--- src/hw/rtl/round_robin_process_scheduler_assert.svh ---
// Assertion macros shared by the scheduler modules.
// Every macro samples on the rising edge of clock and is off while reset is high.
`ifndef ROUND_ROBIN_PROCESS_SCHEDULER_ASSERT_SVH
`define ROUND_ROBIN_PROCESS_SCHEDULER_ASSERT_SVH

// A property that holds at every edge outside reset.
`define RRPS_ASSERT(lbl, prop, msg) \
   lbl: assert property (@(posedge clock) disable iff (reset) prop) else $error(msg);

// A cause seen at one edge requires an effect at the next edge.
`define RRPS_ASSERT_NEXT(lbl, cause, effect, msg) \
   lbl: assert property (@(posedge clock) disable iff (reset) (cause) |=> (effect)) \
      else $error(msg);

`endif

--- src/hw/rtl/rrps_pkg.sv ---
package rrps_pkg;

   localparam int IdWidth      = 16;
   localparam int ArrivalWidth = 24;
   localparam int DemandWidth  = 16;
   localparam int TimeWidth    = 32;
   localparam int DiffWidth    = 33;
   localparam int SumWidth     = 48;
   localparam int CountWidth   = 32;

   localparam logic [DemandWidth-1:0] QuantumReset = 16'd4;

   // Codes of the mode field of a request beat.
   localparam logic MODE_ENQUEUE = 1'b0;
   localparam logic MODE_TICK    = 1'b1;

   // One ready-queue entry as it is kept in memory.
   typedef struct packed {
      logic [IdWidth-1:0]      id;
      logic [ArrivalWidth-1:0] arrival;
      logic [DemandWidth-1:0]  demand;
      logic [DemandWidth-1:0]  remaining;
   } entry_type;

   localparam int EntryWidth = $bits(entry_type);

   // Commands from the controller to the datapath.
   typedef struct packed {
      logic enqueue;
      logic tick_commit;
   } cmd_type;

   // Status from the datapath to the controller.
   typedef struct packed {
      logic empty;
      logic full;
      logic slice_done;
      logic out_free;
   } status_type;

endpackage

--- src/hw/rtl/rrps_controller.sv ---
// Sequencer: takes request beats and steps one tick through its evaluation.
module rrps_controller (
   input  logic                 clock,
   input  logic                 reset,
   input  logic                 req_valid,
   input  logic                 req_mode,
   output logic                 req_ready,
   input  rrps_pkg::status_type status,
   output rrps_pkg::cmd_type    cmd
);
   import rrps_pkg::*;

   `include "round_robin_process_scheduler_assert.svh"

   typedef enum logic {
      ST_IDLE,
      ST_EVAL
   } state_type;

   state_type state_ff, state_in;
   logic      ready_ff, ready_in;
   logic      accept;

   assign accept = ready_ff && req_valid;

   always_comb begin
      state_in        = state_ff;
      cmd.enqueue     = 1'b0;
      cmd.tick_commit = 1'b0;
      case (state_ff)
         ST_IDLE: begin
            if (accept && req_mode == MODE_ENQUEUE) begin
               // A full queue drops the beat without a trace.
               cmd.enqueue = !status.full;
            end else if (accept && req_mode == MODE_TICK && !status.empty) begin
               state_in = ST_EVAL;
            end
         end
         ST_EVAL: begin
            // Hold the tick while a finished slice has no room in the output register.
            if (!status.slice_done || status.out_free) begin
               cmd.tick_commit = 1'b1;
               state_in        = ST_IDLE;
            end
         end
         default: begin
            state_in = ST_IDLE;
         end
      endcase
      ready_in = (state_in == ST_IDLE);
   end

   always_ff @(posedge clock) begin
      if (reset) begin
         state_ff <= ST_IDLE;
         ready_ff <= 1'b0;
      end else begin
         state_ff <= state_in;
         ready_ff <= ready_in;
      end
   end

   assign req_ready = ready_ff;

   `RRPS_ASSERT(a_ready_only_idle, (!ready_ff || state_ff == ST_IDLE),
                "request ready outside the idle state")
   `RRPS_ASSERT_NEXT(a_eval_leaves, (state_ff == ST_EVAL && status.out_free),
                     (state_ff == ST_IDLE && ready_ff), "tick evaluation did not complete")

endmodule

--- config.mk ---
export PLATFORM = sky130hd
export DESIGN_NAME = rrps_controller
export DESIGN_NICKNAME = d
export VERILOG_FILES = /design/src/hw/rtl/rrps_pkg.sv /design/src/hw/rtl/rrps_controller.sv
export VERILOG_INCLUDE_DIRS = /design/src /design/src/hw/rtl
export SDC_FILE = /design/constraint.sdc
export NUM_CORES = 1
export LEC_CHECK = 0
export ABC_AREA = 0
export BUFFER_PORTS_ARGS = -buffer_cell sky130_fd_sc_hd__buf_2
export CAP_MARGIN = 20
export CORE_AREA = 2 2 39 41
export DETAILED_ROUTE_END_ITERATION = 10
export DIE_AREA = 0 0 41 43
export GPL_TIMING_DRIVEN = 0
export PLACE_DENSITY = 0.3
export SETUP_SLACK_MARGIN = 0.05
export SYNTH_ARGS = -nofsm -noshare
export SYNTH_HDL_FRONTEND = slang
export SYNTH_SLANG_ARGS = --single-unit
--- constraint.sdc ---
create_clock -name clock -period 1.6 [get_ports clock]
set_input_delay 0.16 -clock clock [delete_from_list [all_inputs] [get_ports clock]]
set_output_delay 0.16 -clock clock [all_outputs]
set_load 0.1 [all_outputs]
==> results.txt <==
----------------------------------------------------
[Job]
  Max-Cap Viols ... 0

[Yosys]
  Synthesized Nets ... 20
  Largest area contributor in the netlist ... dfxtp_1
  Synth Register Bits ... 2
  Instance count of the mapped netlist ... 12
  Cell area after synthesis ... 126 um^2
  Post-synthesis sequential area ratio ... a little under a third
  Dominant cells by area after synthesis ... dfxtp_1 (32%), a311oi_2 (12%), and4bb_1 (9.9%), nor3b_2 (9.9%), and3b_2 (7.9%)
  Portion of synthesized cell area occupied by the leading cell type ... a little under a third
  Unique masters post-synth ... 10
  Mean post-synth cell area ... ~11 um^2
  Synthesis warning total ... 0

[Critical path]
  Critical path destination ... cmd[1]
  Stages on worst setup path ... 3
  Reg2reg path depth ... 2
  Category of the worst setup path capture point ... primary output
  Largest delay share family, worst path ... simple AND/OR/NAND/NOR gates
  CP max FO ... 4
  Critical path's largest stage delay ... about 0.31 ns
  Critical-path cell list ... and3b_1 -> nor3b_4 -> buf_4
  Classification of the worst setup path ... reg -> out
  RR Endpoint ... req_ready
  Crit path DAT ... between 1 and 1.5 ns
  Slack of the worst reg-to-reg path ... 0.65 ns
  Crit path launch type ... flip-flop
  Data required time at the worst endpoint ... approximately 1.4 ns
  Worst reg2reg startpoint ... state_ff
  Number of buffer and inverter stages on the critical path ... 1
  Critical path launch point ... state_ff
  Crit-path slowest cell ... dfxtp_1

[Outcome]
  Status ... completed

[Drt]
  Vias ... roughly 140
  Wire per inst ... approximately 8.2 um
  Number of detailed-routing iterations run before antenna repair ... 1
  Routed vias/inst ... approximately 3.3
  Detailed Route WL ... between 300 and 400 um
  First DRT Iteration DRCs ... 0
  Count of nets left with antenna violations after detail routing ... 0
  DRC violation count after routing ... 0

[Final layout]
  Highest-count cells in the layout ignoring fill and taps ... buf_2 (9), clkbuf_4 (3), inv_1 (2)
  Final net count ... 35
  Most frequent standard cell in the layout excluding fill and tap cells ... buf_2
  Number of antenna diodes ... 0
  Fraction of layout instances using a drive strength above 1 ... between 60% and 70%
  Area added between synthesis and finish ... 89.1%
  Number of standard cells in the layout, taps in and fillers out ... 42

[CTS]
  CTS root buf ... clkbuf_4
  Buffers inserted by post-CTS timing repair ... 0
  Clock slew seen by the registers of the worst setup and hold paths ... 0.03 ns
  Number of sinks driven by the clock tree ... 2
  H-Tree Level Count ... 1
  Clock network latency to the later pin of the worst-skew pair ... roughly 0.23 ns
  CTS Buf Count ... 3
  Maximum number of buffers from clock root to sink ... 2
  CTS tree ... yes

[Floorplan]
  Boundary Pins ... 11
  Height of the chip ... around 43 um
  Die area ... 1760 um^2
  Horiz. Die Dim ... slightly above 40 um
  Initial standard-cell utilization of the core ... 9.13%
  Core Box Area ... roughly 1400 um^2
  # rows ... 14

[Global route]
  Met1 global-route usage ... approximately 2.9%
  Peak-usage layer in the global routing report ... met4
  Antenna violations before repair ... 0
  Met3 Use GR ... ~1.6%
  Total overflow reported by the global router ... 0
  Met2 demand-to-capacity share in global routing ... 8.13%
  Global-route wire length before repair ... just over 500 um
  Maximum number of pins on one net before global-route repair ... 5
  Total routing usage reported by global routing ... 5.30%
  Vias in the first global route ... ~140

[Placement]
  Number of placed cells counting well taps ... 38
  Half-perimeter wire length after detailed placement ... 275 um
  Number of input and output port buffers inserted ... 10
  Routability Congestion ... around 0.58
  Worst slack at placement ... about 0.23 ns

[Timing]
  Setup Viol. Count Final ... 0
  Fin crit period ... between 1 and 1.5 ns
  Share of the clock period used by the worst path after layout ... 91.7%
  Max_slew headroom ... between 60% and 70%
  Setup repair after global routing missed its margin ... no
  Highest attainable clock frequency ... 682 MHz
  Number of slew-limit violations in the final report ... 0
  Final-report hold violation count ... 0
  Clock skew after layout ... between 0.006 and 0.007 ns
  Setup slack after layout ... about 0.13 ns
  Slew @ Worst Pin ... 0.486 ns

[Power and ir drop]
  Power density over the cells ... approximately 940 nW/um^2
  Internal power contribution ... around 0.00016 W
  Worst VDD drop ... roughly 170 uV
  Clock share of power ... 55.7%
  Leak ... around 0.12 nW
  Portion of total power attributed to combinational logic ... between 20% and 30%
  Part of the total power dissipated in sequential elements ... around a quarter
  Switching power as a share of total power ... a little under 30%
  Sw power ... ~0.000065 W

[Hold path]
  HP Class ... in -> reg

----------------------------------------------------
[routing by layer]
layer / vias up / wire length, um
met5: - / 0
met4: 0 / 0
met3: 0 / 11
met2: 3 / 224
met1: 63 / 110
li1: 73 / -
[power by group through the flow]
stage          combinational (W)  clock (W)  sequential [W]
5_1_grt                0.0000488   0.000138       0.0000533
3_5_place_dp           0.0000463          0       0.0000536
4_1_cts                0.0000469   0.000134       0.0000529
6_report               0.0000465   0.000125       0.0000529
3_3_place_gp           0.0000459          0       0.0000535
2_1_floorplan          0.0000178          0       0.0000658
[logic make-up (layout without fill, tap and decap cells)]
family,count (synthesis),count (layout),share of synthesized area (%)
buffers and inverters,2,16,5.94
AND/OR/NAND/NOR,5,5,37.6
AO/OA/AOI/OAI,3,3,24.8
flip-flops,2,2,31.7
[flip-flops by register name (all words and copies together), names as in the netlist]
| name | cells |
|---|---|
| req_ready | 1 |
| state_ff | 1 |
[synth_stat cells (all sizes together)]
cell	instances
a311oi	1
and3b	2
a21boi	1
a31o	1
nor2	1
inv	2
dfxtp	2
nor3b	1
and4bb	1
[worst min path at each step]
stage,to,cells after the start,slack (ns),from
3_3_place_gp,req_ready,2,0.36,reset
4_1_cts,req_ready,2,0.12,reset
3_5_place_dp,req_ready,2,0.36,reset
6_report,req_ready,2,0.13,reset
2_1_floorplan,req_ready,1,0.22,reset
5_1_grt,req_ready,2,0.13,reset
[what timing repair did]
action	4_1_cts	5_1_grt
setup endpoints to repair	1	0
gates resized for setup	1	0
hold buffers	0	0
[worst reg2reg max path, cell delays in order, from the launching register on]
cell	delay, ns
dfxtp_1	0.34
and3b_1	0.23
a311oi_2	0.28
[metrics by stage]
step / utilization, % / area, um^2 / TNS, ns / power (W) / hold slack (ns)
after CTS: 17.3 / 239 / 0 / 0.000234 / 0.117
after global placement: 15.2 / 210 / 0 / 0.0000994 / 0.359
after detailed placement: 15.2 / 210 / 0 / 0.0000999 / 0.362
after floorplan: - / 140 / -0.185 / 0.0000836 / 0.219
final: 17.3 / 239 / 0 / 0.000224 / 0.126
after global routing: 17.3 / 239 / 0 / 0.000240 / 0.126
[layout make-up]
type | instances | area (um^2)
fill | 158 | 1140
multi-input combinational | 8 | 88.8
timing repair buffer | 10 | 52.6
sequential | 2 | 43.8
clock buffer | 4 | 26.3
tap | 16 | 20.0
inverter | 2 | 7.51
(Power assumes the default switching activity.)
